--- config.mk ---
export PLATFORM = sky130hd
export DESIGN_NAME = mbe_seq
export DESIGN_NICKNAME = d
export VERILOG_FILES = /design/src/rtl/core/mbe_pkg.sv /design/src/rtl/core/mbe_seq.sv
export SDC_FILE = /design/constraint.sdc
export NUM_CORES = 1
export LEC_CHECK = 0
export ABC_AREA = 1
export CORE_MARGIN = 1
export CORE_UTILIZATION = 55
export CTS_CLUSTER_SIZE = 12
export DETAILED_ROUTE_END_ITERATION = 10
export DONT_BUFFER_PORTS = 1
export GPL_ROUTABILITY_DRIVEN = 0
export MAX_ROUTING_LAYER = met4
export PLACE_DENSITY = 0.68
export SLEW_MARGIN = 15
export SYNTH_ARGS = -nofsm -noshare
export SYNTH_HDL_FRONTEND = slang
export SYNTH_SLANG_ARGS = --single-unit
--- constraint.sdc ---
create_clock -name clock -period 8.7 [get_ports clock]
set_clock_uncertainty 0.2 [all_clocks]
set_input_delay 1.74 -clock clock [delete_from_list [all_inputs] [get_ports clock]]
set_output_delay 1.74 -clock clock [all_outputs]
set_load 0.02 [all_outputs]
--- src/rtl/core/mbe_pkg.sv ---
package mbe_pkg;

   localparam int MAX_WIDTH  = 256;
   localparam int MAX_HEIGHT = 256;

   // column and row bits inside the label memory
   localparam int CXW    = $clog2(MAX_WIDTH);
   localparam int CYW    = $clog2(MAX_HEIGHT);
   localparam int ADDR_W = CXW + CYW;

   // effective frame size, able to hold the maximum itself
   localparam int SZW = $clog2(((MAX_WIDTH > MAX_HEIGHT) ? MAX_WIDTH : MAX_HEIGHT) + 1);

   localparam int CSR_AW = 3;
   localparam int CSR_DW = 9;

   localparam logic [CSR_AW-1:0] CSR_DIRECTIONAL = 3'd0;
   localparam logic [CSR_AW-1:0] CSR_OFFSET_X    = 3'd1;
   localparam logic [CSR_AW-1:0] CSR_OFFSET_Y    = 3'd2;
   localparam logic [CSR_AW-1:0] CSR_FRAME_W     = 3'd3;
   localparam logic [CSR_AW-1:0] CSR_FRAME_H     = 3'd4;

   typedef logic [1:0] label_type;

   localparam label_type LBL_NONE   = 2'd0;
   localparam label_type LBL_AREA   = 2'd1;
   localparam label_type LBL_BORDER = 2'd2;

   typedef struct packed {
      logic              directional_mode;
      logic signed [2:0] offset_x;
      logic signed [2:0] offset_y;
      logic [SZW-1:0]    frame_width;
      logic [SZW-1:0]    frame_height;
   } cfg_type;

   typedef struct packed {
      logic              en;
      logic              we;
      logic [ADDR_W-1:0] addr;
      label_type         wdata;
   } ram_req_type;

   function automatic logic [ADDR_W-1:0] cell_addr(input logic [CXW-1:0] x,
                                                   input logic [CYW-1:0] y);
      return {y, x};
   endfunction

endpackage

--- src/rtl/core/mbe_seq.sv ---
module mbe_seq
   import mbe_pkg::*;
(
   input  logic        clock,
   input  logic        reset,
   input  cfg_type     cfg,
   input  logic        req_valid,
   output logic        req_ready,
   input  logic        req_action,
   input  logic [7:0]  req_x,
   input  logic [7:0]  req_y,
   input  label_type   req_label,
   output logic        rsp_valid,
   input  logic        rsp_ready,
   output label_type   rsp_label,
   output ram_req_type ram_req,
   input  label_type   ram_rdata
);

   // step names the read whose data shows on ram_rdata this cycle
   typedef enum logic [2:0] {
      ST_OUTSIDE,
      ST_CENTER,
      ST_LEFT,
      ST_RIGHT,
      ST_UP,
      ST_DOWN,
      ST_PROBE
   } step_type;

   function automatic label_type swap_label(input label_type c);
      return (c == LBL_AREA) ? LBL_BORDER : LBL_AREA;
   endfunction

   logic            busy_ff, busy_in;
   step_type        step_ff, step_in;
   step_type        step_seq;
   logic [CXW-1:0]  x_ff, x_in;
   logic [CYW-1:0]  y_ff, y_in;
   label_type       c_ff, c_in;
   logic            eq_ff, eq_in;
   logic            pend_ff, pend_in;
   label_type       pend_lbl_ff, pend_lbl_in;
   logic            out_valid_ff, out_valid_in;
   label_type       out_lbl_ff, out_lbl_in;

   logic            fin;
   label_type       res;
   logic            nxt_read;
   logic [ADDR_W-1:0] nxt_addr;
   logic            interior;
   logic            in_frame;
   logic            acc;
   logic            out_free;
   logic [CXW-1:0]  probe_x;
   logic [CYW-1:0]  probe_y;

   always_comb begin
      int px;
      int py;
      px = int'(x_ff) + int'(cfg.offset_x);
      py = int'(y_ff) + int'(cfg.offset_y);
      if (px < 0) px = 0;
      if (px > int'(cfg.frame_width) - 1) px = int'(cfg.frame_width) - 1;
      if (py < 0) py = 0;
      if (py > int'(cfg.frame_height) - 1) py = int'(cfg.frame_height) - 1;
      probe_x = CXW'(px);
      probe_y = CYW'(py);
   end

   assign interior = (x_ff != '0) && (int'(x_ff) + 1 < int'(cfg.frame_width)) &&
                     (y_ff != '0) && (int'(y_ff) + 1 < int'(cfg.frame_height));

   assign in_frame = (int'(req_x) < int'(cfg.frame_width)) &&
                     (int'(req_y) < int'(cfg.frame_height));

   // read sequencing and result
   always_comb begin
      fin      = 1'b0;
      res      = LBL_NONE;
      nxt_read = 1'b0;
      nxt_addr = cell_addr(x_ff, y_ff);
      step_seq = step_ff;
      c_in     = c_ff;
      eq_in    = eq_ff;
      if (busy_ff) begin
         unique case (step_ff)
            ST_OUTSIDE: begin
               fin = 1'b1;
            end
            ST_CENTER: begin
               c_in = ram_rdata;
               if (ram_rdata == LBL_NONE) begin
                  fin = 1'b1;
               end else if (cfg.directional_mode) begin
                  nxt_read = 1'b1;
                  nxt_addr = cell_addr(probe_x, probe_y);
                  step_seq = ST_PROBE;
               end else if (interior) begin
                  nxt_read = 1'b1;
                  nxt_addr = cell_addr(x_ff - 1'b1, y_ff);
                  step_seq = ST_LEFT;
                  eq_in    = 1'b1;
               end else begin
                  fin = 1'b1;
                  res = swap_label(ram_rdata);
               end
            end
            ST_LEFT: begin
               eq_in    = eq_ff && (ram_rdata == c_ff);
               nxt_read = 1'b1;
               nxt_addr = cell_addr(x_ff + 1'b1, y_ff);
               step_seq = ST_RIGHT;
            end
            ST_RIGHT: begin
               eq_in    = eq_ff && (ram_rdata == c_ff);
               nxt_read = 1'b1;
               nxt_addr = cell_addr(x_ff, y_ff - 1'b1);
               step_seq = ST_UP;
            end
            ST_UP: begin
               eq_in    = eq_ff && (ram_rdata == c_ff);
               nxt_read = 1'b1;
               nxt_addr = cell_addr(x_ff, y_ff + 1'b1);
               step_seq = ST_DOWN;
            end
            ST_DOWN: begin
               fin = 1'b1;
               res = (eq_ff && (ram_rdata == c_ff)) ? LBL_AREA : swap_label(c_ff);
            end
            ST_PROBE: begin
               fin = 1'b1;
               res = (ram_rdata == LBL_NONE) ? LBL_BORDER : c_ff;
            end
            default: begin
               fin = 1'b1;
            end
         endcase
      end
   end

   // a new item may enter in the cycle the previous query finishes, if its result has room
   assign out_free  = !out_valid_ff || rsp_ready;
   assign req_ready = !pend_ff && (!busy_ff || (fin && out_free));
   assign acc       = req_valid && req_ready;

   always_comb begin
      ram_req.en    = nxt_read;
      ram_req.we    = 1'b0;
      ram_req.addr  = nxt_addr;
      ram_req.wdata = (req_label == 2'd3) ? LBL_BORDER : req_label;
      busy_in       = busy_ff && !fin;
      step_in       = step_seq;
      x_in          = x_ff;
      y_in          = y_ff;
      if (acc) begin
         ram_req.addr = cell_addr(CXW'(req_x), CYW'(req_y));
         ram_req.en   = in_frame;
         ram_req.we   = !req_action;
         busy_in      = req_action;
         x_in         = CXW'(req_x);
         y_in         = CYW'(req_y);
         step_in      = in_frame ? ST_CENTER : ST_OUTSIDE;
      end
   end

   always_comb begin
      out_valid_in = out_valid_ff && !rsp_ready;
      out_lbl_in   = out_lbl_ff;
      pend_in      = pend_ff;
      pend_lbl_in  = pend_lbl_ff;
      if (pend_ff && out_free) begin
         out_valid_in = 1'b1;
         out_lbl_in   = pend_lbl_ff;
         pend_in      = 1'b0;
      end else if (fin && out_free) begin
         out_valid_in = 1'b1;
         out_lbl_in   = res;
      end else if (fin) begin
         pend_in     = 1'b1;
         pend_lbl_in = res;
      end
   end

   always_ff @(posedge clock) begin
      if (reset) begin
         busy_ff      <= 1'b0;
         step_ff      <= ST_OUTSIDE;
         pend_ff      <= 1'b0;
         out_valid_ff <= 1'b0;
      end else begin
         busy_ff      <= busy_in;
         step_ff      <= step_in;
         pend_ff      <= pend_in;
         out_valid_ff <= out_valid_in;
      end
      x_ff        <= x_in;
      y_ff        <= y_in;
      c_ff        <= c_in;
      eq_ff       <= eq_in;
      pend_lbl_ff <= pend_lbl_in;
      out_lbl_ff  <= out_lbl_in;
   end

   assign rsp_valid = out_valid_ff;
   assign rsp_label = out_lbl_ff;

endmodule

# [Word-level counts from Yosys, hierarchy flattened]
# Index checks and enable logic that the tools add are counted.
[totals] register_bits=29 input_bits=50 output_inout_bits=24
[op_classes] add_sub_neg=10 magnitude_cmp=8 n_eq_ne=15 muxes=46 bitwise=2 reduce_logical=33
[ops] operator="$gt 32x10->1" n=2
[ops] operator="$mux 32" n=2
[ops] operator="$pmux 16 s4" n=1
[ops] operator="$mux 16" n=3
[ops] operator="$mux 8" n=3
[ops] operator="$mux 2" n=11
[ops] operator="$add 9x3->10" n=2
[ops] operator="$lt 10x1->1 const B" n=2
[ops] operator="$sub 9x1->10 const B" n=2
[ops] operator="$add 8x1->9 const B" n=2
[ops] operator="$lt 8x9->1" n=2
[ops] operator="$lt 9x9->1" n=2
[ops] operator="$mux 18" n=1
[ops] operator="$add 8x1->8 const B" n=2
[ops] operator="$reduce_bool 8->1" n=2
[ops] operator="$sub 8x1->8 const B" n=2
[ops] operator="$mux 1" n=15
[ops] operator="$mux 3" n=5
[ops] operator="$pmux 3 s4" n=1
[ops] operator="$logic_and 1x1->1" n=11
[ops] operator="$eq 3x3->1 const B" n=3
[ops] operator="$eq 3x2->1 const B" n=2
[ops] operator="$logic_not 1->1" n=6
[ops] operator="$ne 2x2->1 const B" n=3
[ops] operator="19 further kinds" n=27

# [Logic depth before layout (Yosys ltp)]
[logic_depth] depth_word=16 mapped_depth=31 ltp_nobuf=31

# [Worst setup path before layout]
# OpenSTA, ideal clock, no wires.
[synth_timing] kind="in2out" startpoint="input port cfg[20] (netlist name)" endpoint="output port ram_req[17] (netlist name)" arrival_time_ns=4.418 slack_ns=2.342 cell_stages=24 n_path_buf=0 path_cell_list="ha_1 a21oi_1 o21ai_0 nand2_1 nand4_1 nand3_1 inv_1 ha_1 inv_1 o21bai_1 nand2_1 nand2_1 nand2_1 nand2_1 nand2_1 nand3_1 nand2_1 nand2_1 nand3_1 nand2_1 nand2_1 nand2_1 nand3_1 nand2_1"
[synth_lines] element="start: declaration" line_no="mbe_seq.sv:6" source="input cfg_type cfg,"
[synth_lines] element="end: declaration" line_no="mbe_seq.sv:16" source="output ram_req_type ram_req,"

==> impl_metrics.csv <==
group,metric,value,unit
worst_hold_path,hold-path-cell-count,2,
die,coreArea,9910,sq um
yosys,asyncSetResetFlopFracSynth,0,%
placement,dp.cells,1054,
power,power.switching_fraction,45.10,%
sta,fmax,142.9,MHz
yosys,synth_fp_nets,1066,
yosys,synthCells,934,
cts,clock_tree_from_tritoncts,"yes",
power,seq_power_share,27.2,%
yosys,synth.lib_cells_used.distinct,48,
final_layout,area_growth,3.564,%
final_layout,final.fill_count,993,
sta,post_route_minimum_period,6.998,ns
cts,clkTransAtPathRegs,0.08,ns
critical_path,r2r_setup_slack,3.70,ns
placement,number_of_buffer_cells_added_on_primary_ports,0,
cts,post_cts_hold_buffer_count,0,
global_routing,overflow,0,
sta,setup_viol,0,
die,row_count,36,
cts,cts-root-buf,"sky130_fd_sc_hd__clkbuf_8",
die,floorplan.initialDensity,57.75,%
yosys,number_of_synthesized_flops_with_an_enable_pin,23,
critical_path,arrival,5.06,ns
die,dieHeight,104.0,um
route,num_vias,6063,
critical_path,critical_path.max_stage_delay,0.70,ns
critical_path,cp_max_delay_cell,"sky130_fd_sc_hd__inv_2",
cts,clock_sinks,29,
cts,clock_tree.buffer_depth,2,
final_layout,layout.cells.most_common,"sky130_fd_sc_hd__nand2_1",
final_layout,finish.cell_count_without_fillers,1063,
power,peakVddDrop,0.07721,mV
global_routing,grt_max_degree,33,
cts,clk_latency_worst_skew_pair,0.30,ns
critical_path,r2r_start,"x_ff[0]",
critical_path,required_time_worst_endpoint,6.76,ns
route,drt-wirelength-per-cell,15.64,um
final_layout,layout_common_cells,"309 x sky130_fd_sc_hd__nand2_1, 133 x sky130_fd_sc_hd__inv_1, 85 x sky130_fd_sc_hd__nand3_1",
cts,cts_inserted_buffers,5,
sta,worst_pin_slew,0.8795,ns
power,power.share.clock,22.7,%
global_routing,number_of_antenna_violations_at_the_first_check_in_global_routing,1,
sta,max_slew_margin,41.15,%
final_layout,final_net_count,1060,
route,detail_route.first_pass.iterations,5,
critical_path,crit_top_cell,"sky130_fd_sc_hd__nand2_1",
yosys,yosysSeqAreaShare,14.17,%
global_routing,grt_use_total,32.43,%
yosys,synth.ff_latch_count,29,
power,switching_power,285.3,uW
final_layout,post_route_cells_drive_above_1_share,4.413,%
route,ant_nets,0,
placement,place.detailed.hpwl,13460,um
route,drc,0,
sta,final_max_slew_viol_count,0,
yosys,warning_count_from_the_yosys_run,0,
die,top_level_ports,74,
route,drt_first_iter_violations,408,
job,max-cap-violations,0,
yosys,syn-cell-area,5723,sq um
die,die_x_extent,104.0,um
worst_hold_path,holdCritPathClass,"reg -> reg",
yosys,synth_ff_type,"sky130_fd_sc_hd__edfxtp_1",
worst_hold_path,timing.hold.worst_endpoint,"rsp_label[1]",
sta,post-route-period-util,80.43,%
power,power_after_layout,632.7,uW
outcome,run_status,"completed",
critical_path,crit_chain,"clkinv_1 > nor3_1 > nand2_1 > nor2_1 > nand2_1 > xor2_1 > inv_1 > ha_1 > nand2_1 > nor2_1 > nand3_1 > nand3_1 > nor2_4 > nand3_2 > nand2_1 > nand2_1 > nand2_2 > nand2_4 > nand3_2 > inv_2 > nand2_1 > nand2_1",
route,drt-total-wl,16620,um
critical_path,worst-setup-path-type,"reg -> out",
critical_path,endpoint_kind,"output port",
cts,cts_max_level,2,
cts,postCtsResizedCells,0,
global_routing,first_global_vias,5828,
worst_hold_path,hold_path_startpoint,"pend_lbl_ff[1]",
cts,postCtsSetupRepairBufs,0,
route,detail_route.vias_per_cell,5.704,
power,leakage,0.003258,uW
sta,final_count_of_hold_timing_violations,0,
sta,rsz0062_at_grt,"no",
global_routing,wire_length_of_the_first_global_routing_pass,27590,um
sta,finalSetupTns,0,ns
power,internal_power,347.4,uW
yosys,synth.avg_cell_area,6.127,sq um
critical_path,worst_flop_to_flop_path_endpoint,"y_ff[0]",
critical_path,worst-r2r-cell-count,20,
critical_path,critPathMaxFanout,32,
power,power_per_cell_area,106.8,nW/um^2
power,share_comb_of_total_power,50.1,%
die,die_area,10820,sq um
critical_path,start_kind,"flop",
worst max-delay path by stage:
| stage | start | to | slack [ns] | cells past startpoint |
|---|---|---|---|---|
| 3_5_place_dp | cfg[20] | ram_req[16] | 1.80 | 24 |
| 6_report | x_ff[0] | ram_req[2] | 1.70 | 22 |
| 3_3_place_gp | cfg[20] | ram_req[15] | 1.93 | 24 |
| 2_1_floorplan | cfg[20] | ram_req[17] | 2.34 | 24 |
| 4_1_cts | x_ff[0] | ram_req[2] | 1.69 | 22 |
| 5_1_grt | x_ff[0] | ram_req[7] | 1.17 | 22 |
cell usage after synthesis, drive strengths merged, types with 4 or more instances:
cell / n / area share [%]
nand4: 22 / 2.7
nor3: 12 / 1.2
clkbuf: 5 / 0.33
dfxtp: 6 / 2.1
inv: 145 / 9.5
a21oi: 53 / 4.8
edfxtp: 23 / 12
ha: 79 / 17
o221ai: 4 / 0.61
nand2: 312 / 21
nand3b: 9 / 1.2
xor2: 31 / 4.7
buf: 9 / 1.2
o211ai: 8 / 1.0
nand3: 87 / 7.8
nor2: 79 / 6.1
xnor2: 7 / 1.1
o21ai: 15 / 1.3
routing by layer:
layer	global-route usage [%]	wire, um
met5	-	0
met4	14.59	646
met3	4.887	1069
met2	53.71	7762
met1	38.90	7143
state kept, by name, summed over array words and instances, names as in the netlist:
name         count
x_ff             8
y_ff             8
step_ff          3
c_ff             2
pend_lbl_ff      2
rsp_label        2
busy_ff          1
eq_ff            1
pend_ff          1
rsp_valid        1
cell families after synthesis:
| logic type | share of synthesized area, % |
|---|---|
| buf+inv | 11.11 |
| simple gates | 39.96 |
| xor+xnor | 5.815 |
| compound gates | 10.63 |
| fa+ha+maj | 18.32 |
| flops | 14.17 |
critical path: cells and delay by family, from the launching register on:
family	cells	cell delay, ns
xor+xnor	1	0.24
fa+ha+maj	1	0.29
buf+inv	3	1.12
flops	1	0.53
simple gates	17	2.56
area by class of cell:
class / instances / area (sq um) / area share (%)
multi-input combinational: 745 / 4277 / 72.16
sequential: 29 / 810.8 / 13.68
inverter: 146 / 548.0 / 9.246
tap: 133 / 166.4 / 2.808
clock buffer: 7 / 107.6 / 1.815
clock inverter: 1 / 7.507 / 0.1267
timing repair buffer: 1 / 7.507 / 0.1267
antenna: 1 / 2.502 / 0.04222
stage by stage:
step           setup slack, ns  utilization (%)  cell area (sq um)  hold slack (ns)
2_1_floorplan            2.342                -               5723           0.3000
3_3_place_gp             1.933            58.62               5809           0.3114
3_5_place_dp             1.805            58.62               5809           0.3417
4_1_cts                  1.688            59.79               5924           0.3542
5_1_grt                  1.168            59.81               5927           0.3894
6_report                 1.702            59.81               5927           0.3447
power groups by stage:
stage | sequential, uW | clock, uW | combinational [uW]
3_3_place_gp | 174 | 0 | 304
5_1_grt | 172 | 151 | 366
2_1_floorplan | 167 | 0 | 254
4_1_cts | 171 | 147 | 314
6_report | 172 | 144 | 317
3_5_place_dp | 174 | 0 | 312
No activity file was read; power rests on OpenSTA's default activity.
