[config.mk]
export PLATFORM = sky130hd
export DESIGN_NAME = mbe_csr
export DESIGN_NICKNAME = d
export VERILOG_FILES = /design/src/rtl/core/mbe_pkg.sv /design/src/rtl/core/mbe_csr.sv
export SDC_FILE = /design/constraint.sdc
export NUM_CORES = 1
export LEC_CHECK = 0
export ABC_AREA = 1
export ABC_CLOCK_PERIOD_IN_PS = 900
export BUFFER_PORTS_ARGS = -buffer_cell sky130_fd_sc_hd__clkbuf_2
export CORE_ASPECT_RATIO = 1.1
export CORE_UTILIZATION = 28
export CTS_BUF_LIST = sky130_fd_sc_hd__clkbuf_4
export DETAILED_ROUTE_END_ITERATION = 16
export GPL_ROUTABILITY_DRIVEN = 0
export SLEW_MARGIN = 25
export SYNTH_ARGS = -nofsm -noshare
export SYNTH_HDL_FRONTEND = slang
export SYNTH_SLANG_ARGS = --single-unit
[constraint.sdc]
create_clock -name clock -period 0.9 [get_ports clock]
set_input_delay 0.045 -clock clock [delete_from_list [all_inputs] [get_ports clock]]
set_output_delay 0.045 -clock clock [all_outputs]
set_load 0.01 [all_outputs]
[src/rtl/core/mbe_pkg.sv]
package mbe_pkg;

   localparam int MAX_WIDTH  = 256;
   localparam int MAX_HEIGHT = 256;

   // column and row bits inside the label memory
   localparam int CXW    = $clog2(MAX_WIDTH);
   localparam int CYW    = $clog2(MAX_HEIGHT);
   localparam int ADDR_W = CXW + CYW;

   // effective frame size, able to hold the maximum itself
   localparam int SZW = $clog2(((MAX_WIDTH > MAX_HEIGHT) ? MAX_WIDTH : MAX_HEIGHT) + 1);

   localparam int CSR_AW = 3;
   localparam int CSR_DW = 9;

   localparam logic [CSR_AW-1:0] CSR_DIRECTIONAL = 3'd0;
   localparam logic [CSR_AW-1:0] CSR_OFFSET_X    = 3'd1;
   localparam logic [CSR_AW-1:0] CSR_OFFSET_Y    = 3'd2;
   localparam logic [CSR_AW-1:0] CSR_FRAME_W     = 3'd3;
   localparam logic [CSR_AW-1:0] CSR_FRAME_H     = 3'd4;

   typedef logic [1:0] label_type;

   localparam label_type LBL_NONE   = 2'd0;
   localparam label_type LBL_AREA   = 2'd1;
   localparam label_type LBL_BORDER = 2'd2;

   typedef struct packed {
      logic              directional_mode;
      logic signed [2:0] offset_x;
      logic signed [2:0] offset_y;
      logic [SZW-1:0]    frame_width;
      logic [SZW-1:0]    frame_height;
   } cfg_type;

   typedef struct packed {
      logic              en;
      logic              we;
      logic [ADDR_W-1:0] addr;
      label_type         wdata;
   } ram_req_type;

   function automatic logic [ADDR_W-1:0] cell_addr(input logic [CXW-1:0] x,
                                                   input logic [CYW-1:0] y);
      return {y, x};
   endfunction

endpackage

[src/rtl/core/mbe_csr.sv]
module mbe_csr
   import mbe_pkg::*;
(
   input  logic              clock,
   input  logic              reset,
   input  logic              csr_wr_en,
   input  logic [CSR_AW-1:0] csr_index,
   input  logic [CSR_DW-1:0] csr_wdata,
   output cfg_type           cfg
);

   function automatic int eff_size(input logic [CSR_DW-1:0] v, input int maxv);
      int r;
      r = int'(v);
      if (r < 1) r = 1;
      if (r > maxv) r = maxv;
      return r;
   endfunction

   logic              dir_ff;
   logic signed [2:0] offx_ff;
   logic signed [2:0] offy_ff;
   logic [SZW-1:0]    fw_ff;
   logic [SZW-1:0]    fh_ff;

   // sizes are stored already clamped to the legal range
   always_ff @(posedge clock) begin
      if (reset) begin
         dir_ff  <= 1'b0;
         offx_ff <= 3'sd0;
         offy_ff <= 3'sd0;
         fw_ff   <= SZW'(eff_size(CSR_DW'(256), MAX_WIDTH));
         fh_ff   <= SZW'(eff_size(CSR_DW'(256), MAX_HEIGHT));
      end else if (csr_wr_en) begin
         unique case (csr_index)
            CSR_DIRECTIONAL: dir_ff  <= csr_wdata[0];
            CSR_OFFSET_X:    offx_ff <= signed'(csr_wdata[2:0]);
            CSR_OFFSET_Y:    offy_ff <= signed'(csr_wdata[2:0]);
            CSR_FRAME_W:     fw_ff   <= SZW'(eff_size(csr_wdata, MAX_WIDTH));
            CSR_FRAME_H:     fh_ff   <= SZW'(eff_size(csr_wdata, MAX_HEIGHT));
            default: begin
            end
         endcase
      end
   end

   assign cfg.directional_mode = dir_ff;
   assign cfg.offset_x         = offx_ff;
   assign cfg.offset_y         = offy_ff;
   assign cfg.frame_width      = fw_ff;
   assign cfg.frame_height     = fh_ff;

endmodule

# Word-level counts from Yosys, hierarchy flattened
# Index checks and enable logic that the tools add are counted.
word_totals:
  reg_bits: 25
  inputBits: 15
  out_inout_bits: 25
  elab_cells: 27
classes:
  n_lt_le_gt_ge: 3
  eq_ne: 4
  n_mux: 9
  reduce_logical: 6
ops:
  columns: ["cell", "count"]
  rows:
  - ["$mux 32", 6]
  - ["$gt 32x10->1 const B", 2]
  - ["$mux 9", 3]
  - ["$reduce_and 2->1", 5]
  - ["$lt 9x1->1 const B", 1]
  - ["$eq 3x2->1 const B", 2]
  - ["$eq 3x1->1 const B", 1]
  - ["$eq 3x3->1 const B", 1]
  - ["$logic_not 3->1", 1]

# Depth between registers and ports, before layout
# Gate-level depths: netlist (run 1).
depth:
  depth_word: 7
  depth_mapped: 7
  mapped_depth_nobuf: 7

# Worst setup path before layout (run 1)
# Ideal clock, no wire load.
synth_timing:
  path_kind: "input to register"
  start: "in csr_wdata[2]"
  end: "reg fh_ff[3]"
  setup_ps: 70
  t_arrival_ps: 661
  required_ps: 830
  path_slack_ps: 170
  stages: 7
  n_path_buf: 0
  path_cell_list: "inv_1 -> nand2_1 -> nor2_1 -> nand3_1 -> nand2_1 -> nand2_1 -> a21oi_1"
synth_via:
  elab_chain_len: 7
synth_lines:
  columns: ["item", "line", "source"]
  rows:
  - ["from (decl)", "mbe_csr.sv:8", "input logic [CSR_DW-1:0] csr_wdata,"]
  - ["$lt 9x1->1", "mbe_csr.sv:15", "if (r < 1) r = 1;"]
  - ["$mux 9 *", "mbe_csr.sv:15", null]
  - ["$mux 32 *", "mbe_csr.sv:35", "unique case (csr_index)"]
  - ["$mux 32 *", "mbe_csr.sv:34", "end else if (csr_wr_en) begin"]
  - ["$mux 32 *", "mbe_csr.sv:28", "if (reset) begin"]
  - ["$gt 32x10->1", "mbe_csr.sv:16", "if (r > maxv) r = maxv;"]
  - ["$mux 9 *", "mbe_csr.sv:16", null]
  - ["to (signal assigned)", "mbe_csr.sv:33", "fh_ff <= SZW'(eff_size(CSR_DW'(256), MAX_HEIGHT));"]
  - ["to (signal assigned)", "mbe_csr.sv:40", "CSR_FRAME_H: fh_ff <= SZW'(eff_size(csr_wdata, MAX_HEIGHT));"]
  - ["to (decl)", "mbe_csr.sv:24", "logic [SZW-1:0] fh_ff;"]
# Every way passes the cells marked *; elsewhere a longest branch is shown, timed or not. The select of a mux whose other input is x is not followed.
# A chain may end at the register's enable or synchronous reset.

# Final worst setup path (run 1)
layout_timing:
  start: "reg fw_ff[6]"
  end: "out cfg[15] (netlist name)"
layout_rtl:
  columns: ["item", "line", "source"]
  rows:
  - ["from (decl)", "mbe_csr.sv:23", "logic [SZW-1:0] fw_ff;"]
  - ["from (signal assigned)", "mbe_csr.sv:32", "fw_ff <= SZW'(eff_size(CSR_DW'(256), MAX_WIDTH));"]
  - ["from (signal assigned)", "mbe_csr.sv:39", "CSR_FRAME_W: fw_ff <= SZW'(eff_size(csr_wdata, MAX_WIDTH));"]
  - ["to (decl)", "mbe_csr.sv:9", "output cfg_type cfg"]
# No word-level cell between the ends.

==> impl_metrics.ini, run 1 <==
[synthesis]
yosys_warnings = 0
synth.yosys.seq_area_share_pct = 48.8
post_synth_design_cell_area_sq_um = 1030
synth_nets = 136
syn_inst = 121
yosys_register_bits = 25
syn-mean-instance-area_sq_um = 8.48
netlist-cell-type-count = 20

[cells_and_area]
drive_above_1_share_pct = 46.6
final_nets = 194
layout.core_utilization_pct = 43.2
flow.area_growth_from_synthesis_pct = 43.8
layout.cells.most_common = sky130_fd_sc_hd__clkbuf_2
layout.cells.most_common_list = sky130_fd_sc_hd__clkbuf_2 (39), sky130_fd_sc_hd__o21ai_0 (23), sky130_fd_sc_hd__a21oi_1 (21), sky130_fd_sc_hd__nand2_1 (16), sky130_fd_sc_hd__dfxtp_2 (15)
n_antenna_cell = 0

[critical_path]
critPathCaptureType = primary output
cp_slowest_stage_delay_ps = 370
timing.reg2reg.worst_path_depth = 3
timing.critical_path.required_ps = 850
cp_num_buf_inv = 1
kind_of_start_point_of_the_critical_path = register
launch_instance_of_the_worst_register_to_register_path = fh_ff[7]$_SDFFE_PP0P_
path_delay_family = flip-flops
worst_r2r_endpoint = fh_ff[7]$_SDFFE_PP0P_
critical_path_class = register to primary output
timing.critical_path.fanout_max = 2
regToRegSetupSlack_ps = 180
cpMaxStageDelayCell = sky130_fd_sc_hd__dfxtp_1
crit_arrival_ps = 830
timing.critical_path.cells = clkbuf_2

[routing]
wl_microns = 2570
routed_wire_length_per_instance_microns = 11.3
detail_route.iter0.violations = 31
vias_per_cell = 4.49
post_route_drc = 0
route.antenna.remaining_nets = 0
first_pass_iters = 4
num_vias = 1015

[floorplan]
rows = 22
core_area_sq_um = 3410
die_height_microns = 65.5
initial_core_util_pct = 30.1
die_x_microns = 59.7
boundaryPins = 40
dieArea_sq_um = 3910

[hold_path]
hold_depth = 4
whs_endpoint = dir_ff$_SDFFE_PP0P_
hold_start = csr_index[2]
worstHoldPathType = primary input to register

[grt]
grt_start_max_net_pins = 25
grt_first_pass_wirelength_microns = 4140
number_of_antenna_violations_at_the_first_check_in_global_routing = 0
first_global_vias = 978
grt_overflow = 0
grt.total_usage_pct = 14.2

[timing]
period_minus_slack_ps = 875
slew-limit-headroom_pct = 84.4
timing.final.setup_violations = 0
timing.final.crit_share_pct = 97.2
final_total_negative_setup_slack_ps = 0
fin_hold_ws_ps = 22.6
timing.final.hold_violations = 0
fin_worst_skew_ps = 0
final-max-slew-violation-count = 0
maxClockFrequency_ghz = 1.14
tightest_slew_ps = 234

[pwr]
power-per-cell-area_nw_per_um2 = 1360
max-vdd-ir-drop_v = 0.000404
cellLeakagePower_nw = 0.705

[clocking]
cts.clk_slew.worst_paths_ps = 140
ctsLongestPathBuffers = 2
tritoncts = yes
cts.sink_count = 25
ctsHtreeMaxLevel = 1
root_buffer = sky130_fd_sc_hd__clkbuf_4
number_of_buffers_created_by_cts = 3
clk_latency_ps = 320

[status]
outcome = complete, no violations

[flow_run]
max_cap_violations = 0

[placed_design]
port_buffers = 39
hpwlAfterDp_microns = 1880
repair_timing:
item / 4_1_cts / 5_1_grt
hold buffers: 9 / 0
setup endpoints to repair: 1 / 25
endpoints found under the hold margin: 13 / 0
cloned: 0 / 0
setup buffers: 0 / 1
resized for setup: 1 / 15
metal layers:
metal	vias up	GRT usage (%)	routed length [microns]	part of all wire [%]
li1	516	-	-	-
met1	457	18.3	1200	47
met2	37	22.5	1170	46
met3	5	1.38	131	5.1
met4	0	8.72	69	2.7
met5	-	0	0	0
area by class of cell:
cell class | instances | area [sq um]
flip-flops and latches | 25 | 519
fillers | 387 | 1940
multi-input cells | 79 | 438
inverters | 12 | 45.0
well taps | 48 | 60.1
clock inverters | 1 | 5.00
clock buffers | 3 | 22.5
repair buffers | 58 | 385
sequential cells by signal, indices dropped and copies added (netlist names):
name	count
fh_ff	9
offx_ff	3
fw_ff	9
dir_ff	1
offy_ff	3
synthesized netlist by cell type:
master | instances | share of area [%]
sky130_fd_sc_hd__a21oi_2 | 2 | 1.7
sky130_fd_sc_hd__nor2_4 | 4 | 4.4
sky130_fd_sc_hd__nand2_2 | 1 | 0.61
sky130_fd_sc_hd__o21ai_0 | 23 | 11
sky130_fd_sc_hd__buf_4 | 1 | 0.73
sky130_fd_sc_hd__clkbuf_1 | 1 | 0.37
sky130_fd_sc_hd__nor2_8 | 1 | 2.0
sky130_fd_sc_hd__inv_1 | 10 | 3.7
sky130_fd_sc_hd__dfxtp_1 | 25 | 49
sky130_fd_sc_hd__nand2_1 | 17 | 6.2
sky130_fd_sc_hd__buf_8 | 1 | 1.5
sky130_fd_sc_hd__a21oi_1 | 21 | 10
sky130_fd_sc_hd__inv_2 | 2 | 0.73
sky130_fd_sc_hd__clkbuf_4 | 1 | 0.73
sky130_fd_sc_hd__nor2_2 | 1 | 0.61
sky130_fd_sc_hd__nand3_1 | 4 | 2.0
sky130_fd_sc_hd__nand2_4 | 1 | 1.1
sky130_fd_sc_hd__buf_6 | 1 | 1.1
sky130_fd_sc_hd__nor2_1 | 2 | 0.73
sky130_fd_sc_hd__o21ai_2 | 2 | 1.7
through the flow:
stage               setup WS [ps]  instances  power (mW)  cell area (sq um)
CTS                          2.07        225        2.01               1450
finish                       25.4        226        2.00               1480
global placement            -38.5        212        1.47               1330
floorplan                     170        121        1.33               1030
global route                -17.7        226        2.09               1480
detailed placement          -70.2        212        1.47               1330
cells by family after synthesis:
| family | Yosys count | synth area share [%] |
|---|---|---|
| AOI/OAI and AO/OA | 48 | 24.9 |
| and+or+nand+nor | 31 | 17.6 |
| DFF | 25 | 48.8 |
| buffers and inverters | 17 | 8.78 |
how the worst max path moves through the flow:
| stage | start | end | slack, ps | cells after the start |
|---|---|---|---|---|
| floorplan | csr_wdata[2] | fh_ff[3]$_SDFFE_PP0P_ | 170 | 7 |
| global placement | csr_wdata[2] | fh_ff[3]$_SDFFE_PP0P_ | -40 | 8 |
| detailed placement | csr_wdata[2] | fw_ff[3]$_SDFFE_PP0P_ | -70 | 8 |
| CTS | fw_ff[3]$_SDFFE_PP0P_ | cfg[12] | 2 | 1 |
| global route | fw_ff[6]$_SDFFE_PP0P_ | cfg[15] | -20 | 1 |
| finish | fw_ff[6]$_SDFFE_PP0P_ | cfg[15] | 30 | 1 |
power by group:
part,leakage [nW],internal [mW],switching [mW]
Combinational,0.478,0.148,0.172
Sequential,0.209,1.15,0.0188
Clock,0.0177,0.167,0.347
Total,0.705,1.46,0.537
No activity file was read; power rests on OpenSTA's default activity.
==> inputs of run 2 (changes only) <==
Settings changed: CELL_PAD_IN_SITES_DETAIL_PLACEMENT set to 0, CELL_PAD_IN_SITES_GLOBAL_PLACEMENT set to 1, PLACE_DENSITY_LB_ADDON set to 0.1.
==> impl_metrics.ini, run 2 (synthesis gave the netlist of run 1 again) <==
[status]
outcome = complete, no violations

[critical_path]
regToRegSetupSlack_ps = 230
timing.critical_path.cells = clkbuf_2
worst_setup_path_startpoint = fh_ff[5]$_SDFFE_PP0P_
timing.critical_path.required_ps = 850
timing.critical_path.fanout_max = 2
kind_of_start_point_of_the_critical_path = register
cp_num_buf_inv = 1
cpMaxStageDelayCell = sky130_fd_sc_hd__dfxtp_1
critical_path_class = register to primary output
critPathCaptureType = primary output
path_delay_family = flip-flops
crit_arrival_ps = 810
cp_slowest_stage_delay_ps = 370
launch_instance_of_the_worst_register_to_register_path = fw_ff[1]$_SDFFE_PP0P_

[hold_path]
hold_start = csr_wdata[7]
worstHoldPathType = primary input to register

[pwr]
max-vdd-ir-drop_v = 0.000597
cellLeakagePower_nw = 0.707
design_power_total_mw = 1.97
power-per-cell-area_nw_per_um2 = 1350

[grt]
first_global_vias = 926
grt.total_usage_pct = 13.7
grt_overflow = 0
grt_first_pass_wirelength_microns = 4000
grt_start_max_net_pins = 25
global_route.usage.met1_pct = 16.3
gr-max-usage-layer = met2
grt.met2_usage_pct = 23.9
number_of_antenna_violations_at_the_first_check_in_global_routing = 0
globalRouteMet3Util_pct = 2.56

[timing]
grt_setup_unrepaired = false
fin_worst_skew_ps = 0
final_total_negative_setup_slack_ps = 0
slew-limit-headroom_pct = 83.7
period_minus_slack_ps = 854
timing.final.setup_violations = 0
maxClockFrequency_ghz = 1.17
final-max-slew-violation-count = 0
tightest_slew_ps = 244
setup_ws_final_ps = 46.2
timing.final.crit_share_pct = 94.9
timing.final.hold_violations = 0

[floorplan]
initial_core_util_pct = 30.1
rows = 22
dieArea_sq_um = 3910
die_x_microns = 59.7
boundaryPins = 40
die_height_microns = 65.5
core_area_sq_um = 3410

[placed_design]
pre_cts_ws_ps = -104
hpwlAfterDp_microns = 1800
placed_area_sq_um = 1360
port_buffers = 39

[cells_and_area]
design_area_sq_um = 1470
layout.cells.most_common_list = sky130_fd_sc_hd__clkbuf_2 (39), sky130_fd_sc_hd__o21ai_0 (23), sky130_fd_sc_hd__a21oi_1 (21), sky130_fd_sc_hd__dfxtp_1 (18), sky130_fd_sc_hd__nand2_1 (17)
reg.largest.list = fh_ff: 9 flops, fw_ff: 9 flops
n_antenna_cell = 0
register_area_sq_um = 509
flow.area_growth_from_synthesis_pct = 42.8
multiInputGateArea_sq_um = 435
final_nets = 195
fillers = 376
layout.cells.most_common = sky130_fd_sc_hd__clkbuf_2
drive_above_1_share_pct = 43.0

[routing]
routed_wire_length_per_instance_microns = 10.8
route.antenna.remaining_nets = 0
num_vias = 984
wl_microns = 2460
detail_route.iter0.violations = 30
vias_per_cell = 4.33
first_pass_iters = 4
post_route_drc = 0

[clocking]
root_buffer = sky130_fd_sc_hd__clkbuf_4
ctsHtreeMaxLevel = 1
ctsLongestPathBuffers = 2
post-cts-setup-buffer-count = 0
tritoncts = yes
cts.clk_slew.worst_paths_ps = 130
number_of_buffers_created_by_cts = 3
clk_latency_ps = 310
cts.sink_count = 25

[flow_run]
max_cap_violations = 0
## run 2: cell count changes in the layout (fill, tap and decap cells not counted), sizes merged
cell | before | now
dlygate4sd3 | 9 | 7
buf | 10 | 13
## run 2: final timing paths
| path | to | cells past startpoint |
|---|---|---|
| max | cfg[5] | 1 |
| min reg2reg | dir_ff$_SDFFE_PP0P_ | 2 |
| max reg2reg | fw_ff[1]$_SDFFE_PP0P_ | 2 |
| min | fh_ff[7]$_SDFFE_PP0P_ | 3 |
## run 2: where the power goes
part / internal, mW / leakage [nW] / total (mW) / switching [mW]
logic: 0.149 / 0.484 / 0.317 / 0.168
clock network: 0.166 / 0.0177 / 0.490 / 0.324
registers: 1.15 / 0.206 / 1.16 / 0.0177
total: 1.46 / 0.707 / 1.97 / 0.510
## run 2: area by class of cell
type / instances / area share [%]
Sequential cell: 25 / 34.8
Multi-Input combinational cell: 79 / 29.7
Timing Repair Buffer: 59 / 26.5
Tap cell: 48 / 4.10
Inverter: 12 / 3.07
Clock buffer: 3 / 1.54
Clock inverter: 1 / 0.342
## run 2: per-stage QoR
stage	utilization [%]	hold WS (ps)	cells
6_report	42.9	17.8	227
5_1_grt	42.9	30.2	227
4_1_cts	42.7	8.71	227
3_5_place_dp	39.8	225	216
3_3_place_gp	39.8	220	216
2_1_floorplan	-	114	121
## run 2: routing by layer
| layer | vias up | wire, microns |
|---|---|---|
| li1 | 518 | - |
| met1 | 443 | 1120 |
| met2 | 21 | 1210 |
| met3 | 2 | 110 |
| met4 | 0 | 20 |
| met5 | - | 0 |
## run 2: what timing repair did
action | CTS | global route
endpoints found under the hold margin | 7 | 0
setup endpoints to repair | 0 | 7
hold buffers | 7 | 0
resized for setup | 0 | 7
==> inputs of run 3 (changes only) <==
Settings changed: SETUP_SLACK_MARGIN set to 0.5, SKIP_CTS_REPAIR_TIMING set to 1, SLEW_MARGIN 25 to unset.
==> impl_metrics.ini, run 3 (synthesis gave the netlist of run 1 again) <==
[status]
outcome = finished with violations
violations = negative hold slack

[critical_path]
worst_r2r_endpoint = fw_ff[0]$_SDFFE_PP0P_
cp_num_buf_inv = 1
regToRegSetupSlack_ps = 260
timing.reg2reg.worst_path_depth = 2
critPathCaptureType = primary output
timing.critical_path.cells = buf_6
launch_instance_of_the_worst_register_to_register_path = fw_ff[0]$_SDFFE_PP0P_
path_delay_family = flip-flops
timing.critical_path.required_ps = 850
cpMaxStageDelayCell = sky130_fd_sc_hd__dfxtp_2
kind_of_start_point_of_the_critical_path = register
cp_slowest_stage_delay_ps = 370
timing.critical_path.fanout_max = 2
critical_path_class = register to primary output
crit_arrival_ps = 790

[cells_and_area]
final_nets = 190
flow.area_growth_from_synthesis_pct = 70.9
drive_above_1_share_pct = 75.3
layout.cells.most_common = sky130_fd_sc_hd__buf_6
layout.cells.most_common_list = sky130_fd_sc_hd__buf_6 (27), sky130_fd_sc_hd__dfxtp_2 (25), sky130_fd_sc_hd__a21oi_1 (15), sky130_fd_sc_hd__o21ai_2 (14), sky130_fd_sc_hd__clkbuf_2 (13)
reg.largest.list = fh_ff: 9 flops, fw_ff: 9 flops
n_antenna_cell = 0
design_area_sq_um = 1750
fillers = 360
instances_no_fill = 222

[routing]
route.antenna.remaining_nets = 0
wl_microns = 2530
first_pass_iters = 4
vias_per_cell = 4.46
detail_route.iter0.violations = 28
routed_wire_length_per_instance_microns = 11.4
post_route_drc = 0
num_vias = 991

[timing]
fin_worst_skew_ps = 0
tightest_slew_ps = 227
slew-limit-headroom_pct = 84.8
final_total_negative_setup_slack_ps = 0
timing.final.hold_violations = 1
timing.final.setup_violations = 0
timing.final.crit_share_pct = 93.3
final-max-slew-violation-count = 0
fin_hold_ws_ps = -138
period_minus_slack_ps = 840
maxClockFrequency_ghz = 1.19
grt_setup_unrepaired = true

[pwr]
power.switching_mw = 0.588
internal-power_mw = 1.52
p_clk_share_pct = 24.5
power.share.switching_pct = 27.8
pwr-share-seq_pct = 56.0
max-vdd-ir-drop_v = 0.000544
pwr-share-comb_pct = 19.6
power-per-cell-area_nw_per_um2 = 1200
cellLeakagePower_nw = 0.740

[placed_design]
hpwlAfterDp_microns = 1790
port_buffers = 39
placedCellCount = 217
placed_area_sq_um = 1450

[floorplan]
boundaryPins = 40
core_area_sq_um = 3410
die_x_microns = 59.7
initial_core_util_pct = 30.1
dieArea_sq_um = 3910
die_height_microns = 65.5
rows = 22

[clocking]
root_buffer = sky130_fd_sc_hd__clkbuf_4
number_of_buffers_created_by_cts = 3
cts.sink_count = 25
ctsLongestPathBuffers = 2
ctsHtreeMaxLevel = 1
clk_latency_ps = 320
tritoncts = yes
cts.clk_slew.worst_paths_ps = 140

[hold_path]
worstHoldPathType = primary input to register
hold_start = reset
hold_depth = 2
whs_endpoint = dir_ff$_SDFFE_PP0P_

[grt]
number_of_antenna_violations_at_the_first_check_in_global_routing = 0
first_global_vias = 900
grt.total_usage_pct = 13.8
grt_first_pass_wirelength_microns = 4070
grt_start_max_net_pins = 25
grt_overflow = 0

[flow_run]
max_cap_violations = 0
## run 3: cell count changes in the layout (fill, tap and decap cells not counted), moves of 7 or more
| cell | before | now |
|---|---|---|
| sky130_fd_sc_hd__nand2_1 | 17 | 10 |
| sky130_fd_sc_hd__dfxtp_1 | 18 | 0 |
| sky130_fd_sc_hd__o21ai_0 | 23 | 0 |
| sky130_fd_sc_hd__clkbuf_2 | 39 | 13 |
| sky130_fd_sc_hd__dlygate4sd3_1 | 7 | 0 |
| sky130_fd_sc_hd__dfxtp_2 | 7 | 25 |
| sky130_fd_sc_hd__o21ai_1 | 0 | 11 |
| sky130_fd_sc_hd__o21ai_2 | 2 | 14 |
| sky130_fd_sc_hd__buf_6 | 0 | 27 |
## run 3: per-stage QoR
step	setup WS [ps]	power, mW	util, %	hold slack (ps)
after floorplan	196	1.36	-	107
after global placement	-83.9	1.52	42.3	212
after detailed placement	-110	1.53	42.3	218
after CTS	-2.42	2.06	43.2	-146
after global routing	4.75	2.24	51.4	-148
final	60.3	2.11	51.4	-138
## run 3: worst max path at each step
stage                       startpoint                       to  slack, ps  cells past startpoint
2_1_floorplan                csr_wr_en    fw_ff[3]$_SDFFE_PP0P_        200                      7
3_5_place_dp                 csr_wr_en  offy_ff[2]$_SDFFE_PP0P_       -110                      8
5_1_grt        offy_ff[0]$_SDFFE_PP0P_                  cfg[18]          5                      1
4_1_cts          fw_ff[3]$_SDFFE_PP0P_                  cfg[12]         -2                      1
6_report         fw_ff[5]$_SDFFE_PP0P_                  cfg[14]         60                      1
3_3_place_gp                 csr_wr_en    fw_ff[0]$_SDFFE_PP0P_        -80                      7
## run 3: cell type report
cell class	count	area, sq um	area share (%)
Clock buffer	3	22.5	1.28
Clock inverter	1	7.51	0.428
Inverter	12	82.6	4.71
Multi-Input combinational cell	80	557	31.8
Sequential cell	25	532	30.3
Tap cell	48	60.1	3.43
Timing Repair Buffer	53	492	28.1
## run 3: power groups by stage
| stage | clock, mW | combinational [mW] | sequential, mW |
|---|---|---|---|
| after global routing | 0.601 | 0.454 | 1.19 |
| after global placement | 0 | 0.337 | 1.19 |
| after detailed placement | 0 | 0.339 | 1.19 |
| after CTS | 0.560 | 0.341 | 1.16 |
| after floorplan | 0 | 0.154 | 1.20 |
| final | 0.517 | 0.413 | 1.18 |
## run 3: routing by layer
| layer | track usage (%) | vias up | part of all wire (%) |
|---|---|---|---|
| met2 | 21.5 | 24 | 52 |
| li1 | - | 519 | - |
| met3 | 2.76 | 5 | 4.5 |
| met1 | 18.1 | 443 | 42 |
| met4 | 6.10 | 0 | 1.7 |
| met5 | 0 | - | 0 |
